<file path="src/rtl/tkmt_pkg.sv">
// ----------------------------------------------------------------------------
// Top-k magnitude tracker package
// Shared types, register map and helpers of the tracker core.
// ----------------------------------------------------------------------------
package tkmt_pkg;

   localparam int ID_W      = 16;
   localparam int DELTA_W   = 32;
   localparam int CNT_OUT_W = 5;
   localparam int CAP_W     = 5;
   localparam int ADDR_W    = 3;
   localparam int REQ_TDATA_W = 48;
   localparam int RSP_TDATA_W = 56;

   localparam logic [ADDR_W-1:0] CAP_ADDR  = 3'd0;
   localparam logic [CAP_W-1:0]  CAP_RESET = 5'd16;

   localparam logic REQ_INSERT  = 1'b0;
   localparam logic REQ_READOUT = 1'b1;

   typedef enum logic [9:0] {
      ST_IDLE     = 10'b0000000001,
      ST_CMP0     = 10'b0000000010,
      ST_SRCH     = 10'b0000000100,
      ST_SH_RD    = 10'b0000001000,
      ST_SH_WR    = 10'b0000010000,
      ST_WR_NEW   = 10'b0000100000,
      ST_RO_RD    = 10'b0001000000,
      ST_RO_LD    = 10'b0010000000,
      ST_WAIT     = 10'b0100000000,
      ST_SETUP    = 10'b1000000000
   } state_type;

   function automatic logic [DELTA_W-1:0] mag_of(input logic [DELTA_W-1:0] d);
      return d[DELTA_W-1] ? DELTA_W'(0 - d) : d;
   endfunction

endpackage

</file>
<file path="src/rtl/top_k_magnitude_tracker_core.sv">
// ----------------------------------------------------------------------------
// Top-k magnitude tracker core
// Insert: the slot search, then a move loop that shifts one slot per ST_SH_RD
//   and ST_SH_WR pair on the slot memory (one read port, one write port).
//   Readout gives one entry per pass through ST_RO_RD, ST_RO_LD and ST_WAIT.
// Throughput: one request at a time; req_tready is high only when idle.
// Reset: synchronous; clears held count, capacity to 16, output valid.
// ----------------------------------------------------------------------------
module top_k_magnitude_tracker_core #(
   parameter int MAX_ENTRIES = 16,
   parameter int ID_BITS     = 16
) (
   input  logic                                  clock,
   input  logic                                  reset,
   input  logic                                  req_tvalid,
   output logic                                  req_tready,
   // entry_id, delta
   input  logic [tkmt_pkg::REQ_TDATA_W-1:0]      req_tdata,
   // req_type
   input  logic                                  req_tuser,
   output logic                                  rsp_tvalid,
   input  logic                                  rsp_tready,
   // accepted, count, out_id, out_delta, zero pad
   output logic [tkmt_pkg::RSP_TDATA_W-1:0]      rsp_tdata,
   // entry_valid
   output logic                                  rsp_tuser,
   output logic                                  rsp_tlast,
   input  logic                                  csr_psel,
   input  logic                                  csr_penable,
   input  logic                                  csr_pwrite,
   input  logic [tkmt_pkg::ADDR_W-1:0]           csr_paddr,
   input  logic [31:0]                           csr_pwdata,
   output logic [31:0]                           csr_prdata,
   output logic                                  csr_pready
);
   import tkmt_pkg::*;

   localparam int CNT_W = $clog2(MAX_ENTRIES + 1);
   localparam int AW    = (MAX_ENTRIES > 1) ? $clog2(MAX_ENTRIES) : 1;
   localparam int CMP_W = (CNT_W > CAP_W) ? CNT_W : CAP_W;

   logic [ID_BITS-1:0] slot_id    [MAX_ENTRIES];
   logic [DELTA_W-1:0] slot_delta [MAX_ENTRIES];

   state_type          st_ff, st_in;
   logic [CNT_W-1:0]   cnt_ff, cnt_in;
   logic [CAP_W-1:0]   cap_ff;
   logic [CNT_W-1:0]   idx_ff, idx_in;
   logic [CNT_W-1:0]   tgt_ff, tgt_in;
   logic               up_ff, up_in;
   logic               grow_ff, grow_in;
   logic [ID_BITS-1:0] nid_ff, nid_in;
   logic [DELTA_W-1:0] ndelta_ff, ndelta_in;
   logic [DELTA_W-1:0] nmag_ff, nmag_in;
   logic [ID_BITS-1:0] rd_id_ff;
   logic [DELTA_W-1:0] rd_delta_ff;

   logic               ov_ff, ov_in;
   logic               oacc_ff, oacc_in;
   logic [CNT_OUT_W-1:0] ocnt_ff, ocnt_in;
   logic               oev_ff, oev_in;
   logic [ID_W-1:0]    oid_ff, oid_in;
   logic [DELTA_W-1:0] odelta_ff, odelta_in;
   logic               olast_ff, olast_in;

   logic               we_c;
   logic [AW-1:0]      wa_c;
   logic [AW-1:0]      ra_c;
   logic [ID_BITS-1:0] wd_id_c;
   logic [DELTA_W-1:0] wd_delta_c;

   logic               req_hs, rsp_hs, cfg_wr;
   logic [CMP_W-1:0]   cap0;
   logic               full_c;
   logic [DELTA_W-1:0] mag_rd;

   assign req_hs = req_tvalid && req_tready;
   assign rsp_hs = rsp_tvalid && rsp_tready;
   assign cfg_wr = csr_psel && csr_penable && csr_pwrite && csr_pready;

   assign cap0   = (cap_ff == '0) ? CMP_W'(1) : CMP_W'(cap_ff);
   assign full_c = (CMP_W'(cnt_ff) >= CMP_W'(MAX_ENTRIES)) || (CMP_W'(cnt_ff) >= cap0);
   assign mag_rd = mag_of(rd_delta_ff);

   assign req_tready = (st_ff == ST_IDLE);
   assign rsp_tvalid = ov_ff;
   assign rsp_tdata  = {2'b00, odelta_ff, oid_ff, ocnt_ff, oacc_ff};
   assign rsp_tuser  = oev_ff;
   assign rsp_tlast  = olast_ff;

   assign csr_pready = 1'b1;
   assign csr_prdata = (csr_paddr == CAP_ADDR) ? 32'(cap_ff) : 32'd0;

   always_comb begin
      logic [CNT_W-1:0] pos;
      logic             setup;
      st_in      = st_ff;
      cnt_in     = cnt_ff;
      idx_in     = idx_ff;
      tgt_in     = tgt_ff;
      up_in      = up_ff;
      grow_in    = grow_ff;
      nid_in     = nid_ff;
      ndelta_in  = ndelta_ff;
      nmag_in    = nmag_ff;
      ov_in      = ov_ff;
      oacc_in    = oacc_ff;
      ocnt_in    = ocnt_ff;
      oev_in     = oev_ff;
      oid_in     = oid_ff;
      odelta_in  = odelta_ff;
      olast_in   = olast_ff;
      we_c       = 1'b0;
      wa_c       = idx_ff[AW-1:0];
      ra_c       = idx_ff[AW-1:0];
      wd_id_c    = nid_ff;
      wd_delta_c = ndelta_ff;
      pos        = CNT_W'(1);
      setup      = 1'b0;

      unique case (st_ff)
         ST_IDLE: begin
            ra_c = '0;
            if (req_hs) begin
               nid_in    = ID_BITS'(req_tdata[ID_W-1:0]);
               ndelta_in = req_tdata[ID_W +: DELTA_W];
               nmag_in   = mag_of(req_tdata[ID_W +: DELTA_W]);
               if (req_tuser == REQ_READOUT) begin
                  if (cnt_ff == '0) begin
                     ov_in     = 1'b1;
                     oacc_in   = 1'b0;
                     ocnt_in   = CNT_OUT_W'(cnt_ff);
                     oev_in    = 1'b0;
                     oid_in    = '0;
                     odelta_in = '0;
                     olast_in  = 1'b1;
                     st_in     = ST_WAIT;
                  end else begin
                     idx_in = cnt_ff - CNT_W'(1);
                     st_in  = ST_RO_RD;
                  end
               end else if (cnt_ff == '0) begin
                  // empty store: take it as the only entry
                  we_c       = 1'b1;
                  wa_c       = '0;
                  wd_id_c    = ID_BITS'(req_tdata[ID_W-1:0]);
                  wd_delta_c = req_tdata[ID_W +: DELTA_W];
                  cnt_in     = CNT_W'(1);
                  ov_in      = 1'b1;
                  oacc_in    = 1'b1;
                  ocnt_in    = CNT_OUT_W'(1);
                  oev_in     = 1'b0;
                  oid_in     = '0;
                  odelta_in  = '0;
                  olast_in   = 1'b1;
                  st_in      = ST_WAIT;
               end else begin
                  st_in = ST_CMP0;
               end
            end
         end
         ST_CMP0: begin
            ra_c = AW'(1);
            if (nmag_ff < mag_rd) begin
               if (full_c) begin
                  ov_in     = 1'b1;
                  oacc_in   = 1'b0;
                  ocnt_in   = CNT_OUT_W'(cnt_ff);
                  oev_in    = 1'b0;
                  oid_in    = '0;
                  odelta_in = '0;
                  olast_in  = 1'b1;
                  st_in     = ST_WAIT;
               end else begin
                  idx_in  = cnt_ff;
                  tgt_in  = '0;
                  up_in   = 1'b1;
                  grow_in = 1'b1;
                  st_in   = ST_SH_RD;
               end
            end else if (cnt_ff == CNT_W'(1)) begin
               pos   = CNT_W'(1);
               setup = 1'b1;
            end else begin
               idx_in = CNT_W'(1);
               st_in  = ST_SRCH;
            end
         end
         ST_SRCH: begin
            ra_c = AW'(idx_ff + CNT_W'(1));
            if ((mag_rd < nmag_ff) && ((idx_ff + CNT_W'(1)) < cnt_ff)) begin
               idx_in = idx_ff + CNT_W'(1);
            end else begin
               pos   = (mag_rd < nmag_ff) ? idx_ff + CNT_W'(1) : idx_ff;
               setup = 1'b1;
            end
         end
         ST_SH_RD: begin
            ra_c = up_ff ? AW'(idx_ff - CNT_W'(1)) : AW'(idx_ff + CNT_W'(1));
            st_in = (idx_ff == tgt_ff) ? ST_WR_NEW : ST_SH_WR;
         end
         ST_SH_WR: begin
            we_c       = 1'b1;
            wd_id_c    = rd_id_ff;
            wd_delta_c = rd_delta_ff;
            idx_in     = up_ff ? idx_ff - CNT_W'(1) : idx_ff + CNT_W'(1);
            st_in      = ST_SH_RD;
         end
         ST_WR_NEW: begin
            we_c      = 1'b1;
            cnt_in    = grow_ff ? cnt_ff + CNT_W'(1) : cnt_ff;
            ov_in     = 1'b1;
            oacc_in   = 1'b1;
            ocnt_in   = CNT_OUT_W'(grow_ff ? cnt_ff + CNT_W'(1) : cnt_ff);
            oev_in    = 1'b0;
            oid_in    = '0;
            odelta_in = '0;
            olast_in  = 1'b1;
            st_in     = ST_WAIT;
         end
         ST_RO_RD: begin
            st_in = ST_RO_LD;
         end
         ST_RO_LD: begin
            ov_in     = 1'b1;
            oacc_in   = 1'b0;
            ocnt_in   = CNT_OUT_W'(cnt_ff);
            oev_in    = 1'b1;
            oid_in    = ID_W'(rd_id_ff);
            odelta_in = rd_delta_ff;
            olast_in  = (idx_ff == '0);
            st_in     = ST_WAIT;
         end
         ST_WAIT: begin
            if (rsp_hs) begin
               ov_in = 1'b0;
               if (olast_ff) begin
                  st_in = ST_IDLE;
               end else begin
                  idx_in = idx_ff - CNT_W'(1);
                  st_in  = ST_RO_RD;
               end
            end
         end
         ST_SETUP: begin
            st_in = ST_SH_RD;
         end
         default: begin
            st_in = ST_IDLE;
         end
      endcase

      if (setup) begin
         if (full_c) begin
            // evict the least entry: move the lower run down by one
            idx_in  = '0;
            tgt_in  = pos - CNT_W'(1);
            up_in   = 1'b0;
            grow_in = 1'b0;
         end else begin
            idx_in  = cnt_ff;
            tgt_in  = pos;
            up_in   = 1'b1;
            grow_in = 1'b1;
         end
         st_in = ST_SH_RD;
      end
   end

   always_ff @(posedge clock) begin
      if (we_c) begin
         slot_id[wa_c]    <= wd_id_c;
         slot_delta[wa_c] <= wd_delta_c;
      end
      rd_id_ff    <= slot_id[ra_c];
      rd_delta_ff <= slot_delta[ra_c];
   end

   always_ff @(posedge clock) begin
      if (reset) begin
         st_ff  <= ST_IDLE;
         cnt_ff <= '0;
         cap_ff <= CAP_RESET;
         ov_ff  <= 1'b0;
      end else begin
         st_ff  <= st_in;
         cnt_ff <= cnt_in;
         ov_ff  <= ov_in;
         if (cfg_wr && (csr_paddr == CAP_ADDR)) begin
            cap_ff <= csr_pwdata[CAP_W-1:0];
         end
      end
   end

   always_ff @(posedge clock) begin
      idx_ff    <= idx_in;
      tgt_ff    <= tgt_in;
      up_ff     <= up_in;
      grow_ff   <= grow_in;
      nid_ff    <= nid_in;
      ndelta_ff <= ndelta_in;
      nmag_ff   <= nmag_in;
      oacc_ff   <= oacc_in;
      ocnt_ff   <= ocnt_in;
      oev_ff    <= oev_in;
      oid_ff    <= oid_in;
      odelta_ff <= odelta_in;
      olast_ff  <= olast_in;
   end

   a_idle_no_result: assert property (@(posedge clock) disable iff (reset)
      req_tready |-> !rsp_tvalid)
      else $error("result pending while idle");

   a_cnt_bound: assert property (@(posedge clock) disable iff (reset)
      CMP_W'(cnt_ff) <= CMP_W'(MAX_ENTRIES))
      else $error("held count above depth");

   a_cnt_no_shrink: assert property (@(posedge clock) disable iff (reset)
      !$past(reset) |-> cnt_ff >= $past(cnt_ff))
      else $error("held count shrank");

   a_accept_insert_only: assert property (@(posedge clock) disable iff (reset)
      rsp_tvalid && rsp_tuser |-> !rsp_tdata[0])
      else $error("readout entry flagged as accepted");

endmodule

</file>
<file path="config.mk">
export PLATFORM = sky130hd
export DESIGN_NAME = top_k_magnitude_tracker_core
export DESIGN_NICKNAME = d
export VERILOG_FILES = /design/src/rtl/tkmt_pkg.sv /design/src/rtl/top_k_magnitude_tracker_core.sv
export SDC_FILE = /design/constraint.sdc
export NUM_CORES = 1
export LEC_CHECK = 0
export BUFFER_PORTS_ARGS = -buffer_cell sky130_fd_sc_hd__buf_2
export CORE_MARGIN = 1.5
export CORE_UTILIZATION = 54
export DETAILED_ROUTE_END_ITERATION = 6
export GPL_TIMING_DRIVEN = 0
export PLACE_DENSITY = 0.78
export SLEW_MARGIN = 20
export SYNTH_ARGS = -nofsm -noshare
export SYNTH_HDL_FRONTEND = slang
export SYNTH_SLANG_ARGS = --single-unit
</file>
<file path="constraint.sdc">
create_clock -name clock -period 23.4 [get_ports clock]
set_clock_uncertainty 0.1 [all_clocks]
set_input_delay 2.34 -clock clock [delete_from_list [all_inputs] [get_ports clock]]
set_output_delay 2.34 -clock clock [all_outputs]
set_load 0.05 [all_outputs]
</file>
==> impl_metrics.py, run 1 <==
metrics = {
    "sta": {
        "timing.slew.headroom_pct": 21.10,
        "max_freq_mhz": 149.5,
        "tightest_slew_ns": 1.184,
        "finalCritPeriodShare_pct": 28.59,
        "grt_setup_unrepaired": "no",
        "timing.final.crit_period_ns": 6.690,
        "finalHoldViolations": 0,
        "setup_tns_ns": 0,
        "setup_viol": 0,
        "slew_violations": 0,
    },
    "worst_setup_path": {
        "critical_path_required_ns": 23.65,
        "crit_family": "simple AND/OR/NAND/NOR gates",
        "cp-start-kind": "flop",
        "crit_type": "reg -> reg",
        "rrSetupSlack_ns": 16.71,
        "rr_endpoint": "odelta_ff[22]",
        "r2r-start": "rd_delta_ff[3]",
        "critPathMaxFanout": 33,
        "critPathSlowestCell": "nor4_1",
        "startpoint": "rd_delta_ff[3]",
        "critPathMaxStageDelay_ns": 0.90,
        "crit_path_end_kind": "flop",
        "crit_end": "odelta_ff[22]",
        "critical_path_buf_inv_count": 2,
        "crit_chain": "or4_1 > or4_1 > or3_1 > nand2b_1 > o21ai_0 > xnor2_1 > ha_1 > nand4_1 > nor4_1 > o31a_1 > o21ai_1 > nor2_1 > a21oi_1 > inv_4 > buf_12",
        "arrival_ns": 6.94,
        "worstSetupPathDepth": 15,
        "cpMostUsedCell": "or4_1",
        "reg2regPathDepth": 15,
    },
    "min_path": {
        "hold_class": "reg -> reg",
    },
    "die": {
        "die_h_um": 279.9,
        "rows": 101,
        "die_w_um": 279.9,
        "core_area_sq_um": 75950,
        "io-pin-count": 184,
        "start_util_pct": 54.50,
        "die_area_sq_um": 78320,
    },
    "pwr": {
        "switchingPower_mw": 1.504,
        "p_per_area_nw_per_um2": 101.6,
        "seqPwrFrac_pct": 44.8,
        "p_comb_share_pct": 23.0,
        "internal_power_mw": 3.355,
        "p_leak_nw": 17.39,
        "pwr-share-clk_pct": 32.2,
        "ir_drop_mv": 0.06596,
        "swShare_pct": 30.96,
    },
    "yosys": {
        "synth_area_sq_um": 41390,
        "synth_seq_cells": 982,
        "synth.area.top_cells": "edfxtp_1 66%, mux2i_1 4.8%, mux2_2 4.5%",
        "synth_ff_type": "edfxtp_1",
        "synth.top_cells.by_count": "914 x edfxtp_1, 343 x nand2_1, 198 x mux2i_1, 198 x o211ai_1, 167 x mux2_2",
        "synth_edf_count": 914,
        "avgSynthCellArea_sq_um": 14.76,
        "synthMostInstantiatedCell": "edfxtp_1",
        "async_flop_share_pct": 0,
        "seq_area_frac_synth_pct": 69.60,
        "synth_top_area_cell": "edfxtp_1",
        "yosys.area.top_type_share_pct": 66.31,
        "postSynthCellCount": 2804,
        "yosysUniqueCellTypes": 73,
        "yosys_warnings": 0,
    },
    "route": {
        "routed-via-count": 25810,
        "wirelength_um": 109600,
        "wl_per_cell_um": 25.97,
        "drt_iter0_markers": 2973,
        "detail-route-antenna-nets": 0,
        "vias_per_cell": 6.119,
        "drtPass1Iterations": 6,
        "drc": 0,
    },
    "job": {
        "cap_viol_max_count": 0,
    },
    "layout": {
        "n_fill_cell": 5229,
        "layout-drive-gt1-share_pct": 18.60,
        "area_growth_pct": 15.56,
        "fin_nets": 3240,
        "post-route-util_pct": 62.98,
    },
    "clock_network": {
        "cts-buffers-inserted": 97,
        "holdBufCountCts": 0,
        "post_cts_buffers": 0,
        "max-clock-path-buffers": 3,
        "cts_root_buf": "clkbuf_16",
        "clk_latency_ns": 0.69,
        "cts.sinks": 982,
        "cts_resized": 0,
        "htreeDepth": 3,
        "clk_pin_slew_ns": 0.07,
        "cts_tree": "built",
    },
    "global_routing": {
        "first_global_vias": 26080,
        "grt_usage_pct": 27.66,
        "grt_pass1_wl_um": 159100,
        "antenna_found_initial": 7,
        "grt_overflow": 0,
        "grt_max_degree": 34,
    },
    "placed_design": {
        "dp.final_hpwl_um": 75280,
        "gp_congestion": 0.9231,
        "portBuffers": 126,
    },
    "status": {
        "outcome": "finished clean",
    },
}
metal layers:
metal	global-route usage (%)	vias up	part of all wire (%)
met2	47.59	1465	50
met1	34.75	12780	38
met5	0	-	0.025
met3	4.587	276	8.8
met4	11.68	4	3.8
li1	-	11290	-
power groups by stage:
stage               logic [mW]  registers, mW  clock network [mW]
floorplan                0.695           2.21                   0
global placement          1.04           2.21                   0
detailed placement        1.09           2.21                   0
CTS                       1.10           2.17                1.58
global route              1.20           2.18                1.64
finish                    1.12           2.18                1.57
kinds of logic (layout without fill, tap and decap cells):
group / count (synthesis) / count (layout) / share of synthesized area (%)
compound gates: 419 / 419 / 7.197
fa+ha+maj: 51 / 51 / 1.536
xor+xnor: 72 / 72 / 1.523
simple gates: 641 / 641 / 7.330
mux: 392 / 392 / 10.07
other cells: 2 / 35 / 0.01814
flops: 982 / 982 / 69.60
buf+inv: 245 / 596 / 2.733
layout by cell type (no fill, tap or decap), types with 45 or more instances in the layout:
cell type / instances
a22oi_1: 45
and2_1: 56
buf_2: 156
buf_4: 47
clkbuf_1: 119
clkbuf_16: 97
dfxtp_1: 68
edfxtp_1: 914
ha_1: 50
inv_1: 55
mux2_2: 167
mux2i_1: 198
nand2_1: 343
nand4_1: 63
nor2_1: 49
o211ai_1: 198
o21ai_0: 53
xnor2_1: 60
registers in the layout, indices dropped and copies added (netlist names), 5 cells and up:
register     cells
tgt_ff           5
ndelta_ff       32
cap_ff           5
odelta_ff       32
cnt_ff           5
rd_id_ff        16
slot_delta     512
nid_ff          16
nmag_ff         31
ocnt_ff          5
rd_delta_ff     32
slot_id        256
idx_ff           5
st_ff            9
oid_ff          16
worst reg2reg max path: stages (launching register included):
cell and delay [ns]:
dfxtp_1 0.45, or4_1 0.63, or4_1 0.54, or3_1 0.52
nand2b_1 0.28, o21ai_0 0.31, xnor2_1 0.12, ha_1 0.33
nand4_1 0.22, nor4_1 0.90, o31a_1 0.44, o21ai_1 0.25
nor2_1 0.32, a21oi_1 0.20, inv_4 0.43, buf_12 0.29
cell type report:
cell class                 instances  area, sq um  share of cell area, %
clock buffer                     142         2766                  5.783
tap                             1030         1289                  2.694
inverter                          57        216.5                 0.4525
buffer                           188        917.1                  1.917
timing repair buffer             168         1632                  3.411
antenna                            5        12.51                0.02616
multi-input combinational       1605        11730                  24.51
sequential                       982        28810                  60.22
clock inverter                    41        469.2                 0.9809
worst min-delay path by stage:
| stage | slack (ns) | cells past startpoint | end | startpoint |
|---|---|---|---|---|
| after floorplan | 0.37 | 2 | cap_ff[1] | cap_ff[1] |
| after global placement | 0.39 | 1 | rsp_tvalid | rsp_tvalid |
| after detailed placement | 0.41 | 1 | rsp_tvalid | rsp_tvalid |
| after CTS | 0.43 | 1 | rsp_tvalid | rsp_tvalid |
| after global routing | 0.46 | 2 | cap_ff[1] | cap_ff[1] |
| final | 0.43 | 1 | rsp_tvalid | rsp_tvalid |
through the flow:
step / hold WS (ns) / area (sq um) / worst slack (ns) / power [mW] / std cells
finish: 0.4318 / 47830 / 16.71 / 4.860 / 4218
detailed placement: 0.4143 / 44590 / 16.82 / 3.302 / 4030
CTS: 0.4312 / 47820 / 16.81 / 4.854 / 4213
floorplan: 0.3745 / 41500 / 13.85 / 2.910 / 2832
global placement: 0.3942 / 43420 / 8.756 / 3.251 / 3988
global route: 0.4562 / 47820 / 16.49 / 5.019 / 4214
Note: power is estimated with default switching activity, not from simulation.
==> run 2: changes to the inputs <==
==> constraint.sdc (replaced) <==
create_clock -name clock -period 6.7 [get_ports clock]
set_clock_uncertainty 0.1 [all_clocks]
set_input_delay 0.67 -clock clock [delete_from_list [all_inputs] [get_ports clock]]
set_output_delay 0.67 -clock clock [all_outputs]
set_load 0.05 [all_outputs]
==> run 2 against run 1 <==
Effect of this change:
- the run now ends with design-rule violations left
- critical endpoint is now tgt_ff[4]
- final cell count barely moved
- clock-buffer cell count fell by 18
- combinational power rose to 3.5 times the previous value
- first-iteration DRC count rose by 3.0%
- routed wire length rose by 1.2%
==> impl_metrics.py, run 2 (synthesis results as in run 1) <==
metrics = {
    "status": {
        "outcome": "complete, but fails checks",
        "violations": "design-rule violations",
    },
    "pwr": {
        "switchingPower_mw": 5.272,
        "ir_drop_mv": 0.2836,
        "internal_power_mw": 11.69,
        "p_comb_share_pct": 23.3,
        "p_per_area_nw_per_um2": 354.6,
        "seqPwrFrac_pct": 44.8,
        "p_leak_nw": 17.40,
        "pwr-share-clk_pct": 31.9,
        "swShare_pct": 31.09,
    },
    "layout": {
        "post-route-util_pct": 62.96,
        "largest_register": "slot_delta",
        "fin_nets": 3239,
        "largest_reg_flops": 512,
        "final_common_cell": "edfxtp_1",
        "top_regs": "slot_delta (512), slot_id (256)",
        "final_cell_mix": "914 x edfxtp_1, 343 x nand2_1, 198 x o211ai_1, 198 x mux2i_1, 167 x mux2_2",
        "n_fill_cell": 5212,
        "final_cells": 4216,
        "area_growth_pct": 15.53,
        "layout-drive-gt1-share_pct": 18.87,
    },
    "sta": {
        "tightest_slew_ns": 1.071,
        "timing.final.crit_period_ns": 6.388,
        "timing.slew.headroom_pct": 28.63,
        "max_freq_mhz": 156.6,
        "setup_viol": 0,
        "finalCritPeriodShare_pct": 95.34,
        "slew_violations": 0,
        "grt_setup_unrepaired": "no",
        "finalHoldViolations": 0,
    },
    "clock_network": {
        "cts_root_buf": "clkbuf_16",
        "max-clock-path-buffers": 3,
        "htreeDepth": 3,
        "cts-buffers-inserted": 94,
        "post_cts_buffers": 0,
        "clk_pin_slew_ns": 0.06,
        "cts.sinks": 982,
        "clk_latency_ns": 0.69,
        "cts_tree": "built",
    },
    "die": {
        "io-pin-count": 184,
        "die_w_um": 279.9,
        "start_util_pct": 54.50,
        "die_h_um": 279.9,
        "core_area_sq_um": 75950,
        "rows": 101,
        "die_area_sq_um": 78320,
    },
    "global_routing": {
        "grt_usage_pct": 28.10,
        "antenna_found_initial": 10,
        "grt_pass1_wl_um": 161600,
        "grt_overflow": 0,
        "grt_max_degree": 47,
        "first_global_vias": 26200,
    },
    "min_path": {
        "hold_class": "in -> reg",
    },
    "worst_setup_path": {
        "critical_path_required_ns": 6.95,
        "cp-start-kind": "flop",
        "crit_type": "reg -> reg",
        "rrSetupSlack_ns": 0.31,
        "critPathMaxFanout": 10,
        "startpoint": "rd_delta_ff[3]",
        "rr_endpoint": "tgt_ff[4]",
        "arrival_ns": 6.64,
        "reg2regPathDepth": 15,
        "crit_path_end_kind": "flop",
        "crit_end": "tgt_ff[4]",
        "r2r-start": "rd_delta_ff[3]",
    },
    "route": {
        "detail-route-antenna-nets": 0,
        "vias_per_cell": 6.141,
        "drc": 1,
        "routed-via-count": 25890,
        "wirelength_um": 110900,
        "drtPass1Iterations": 7,
        "wl_per_cell_um": 26.31,
        "drt_iter0_markers": 3062,
    },
    "placed_design": {
        "dp.final_hpwl_um": 75860,
        "gp_congestion": 0.9153,
        "portBuffers": 126,
        "dp_cells": 4032,
    },
    "job": {
        "cap_viol_max_count": 0,
    },
}
## run 2: repair_timing
item / CTS / global route
gates cloned: 0 / 0
endpoints found under the setup margin: 44 / 52
hold buffers: 0 / 0
resized for setup: 1 / 4
## run 2: power groups by stage
stage               logic, mW  registers, mW  clock network (mW)
global placement         3.62           7.72                   0
CTS                      3.89           7.59                5.45
detailed placement       3.84           7.71                   0
finish                   3.94           7.60                5.42
floorplan                2.43           7.73                   0
global route             4.21           7.62                5.68
## run 2: how the worst min path moves through the flow
stage	slack, ns	cells after the start	to	startpoint
after detailed placement	0.42	1	rsp_tvalid	rsp_tvalid
after global placement	0.39	1	rsp_tvalid	rsp_tvalid
after CTS	0.06	1	nid_ff[15]	req_tdata[15]
final	0.08	1	nid_ff[9]	req_tdata[9]
after floorplan	0.37	2	cap_ff[1]	cap_ff[1]
after global routing	0.06	1	nid_ff[15]	req_tdata[15]
## run 2: worst max-delay path, cell delays in order, from the launching register on
cell	delay, ns
dfxtp_1	0.46
or4_1	0.63
or4_1	0.57
or3_1	0.54
nand2b_1	0.29
o41ai_1	0.45
xnor2_1	0.18
ha_1	0.27
nand4_1	0.27
nor2_1	0.09
a221oi_1	0.32
and3_1	0.31
nand2_1	0.16
o311ai_2	0.63
clkbuf_1	0.46
nand2_1	0.33
## run 2: layout make-up
type | count | area, sq um | area share [%]
Antenna cell | 7 | 17.52 | 0.03663
Buffer | 188 | 917.1 | 1.918
Clock buffer | 124 | 2576 | 5.387
Clock inverter | 53 | 578.1 | 1.209
Inverter | 57 | 216.5 | 0.4526
Multi-Input combinational cell | 1605 | 11760 | 24.59
Sequential cell | 982 | 28810 | 60.24
Tap cell | 1030 | 1289 | 2.695
Timing Repair Buffer | 170 | 1662 | 3.475
## run 2: metal layers
layer	track usage [%]	vias up	part of all wire, %
met1	34.53	12860	37
li1	-	11280	-
met5	0	-	0.034
met4	12.72	6	4.1
met3	5.555	288	9.1
met2	48.11	1459	50
## run 2: through the flow
step	setup slack (ns)	total power [mW]	cell area [sq um]	TNS, ns	hold WS (ns)
global route	0.07958	17.52	47810	0	0.06408
finish	0.3123	16.96	47820	0	0.07814
detailed placement	0.02838	11.56	44620	0	0.4199
floorplan	0.5864	10.16	41500	0	0.3745
global placement	-3.082	11.34	43420	-1695.29	0.3898
CTS	0.1067	16.92	47780	0	0.05774
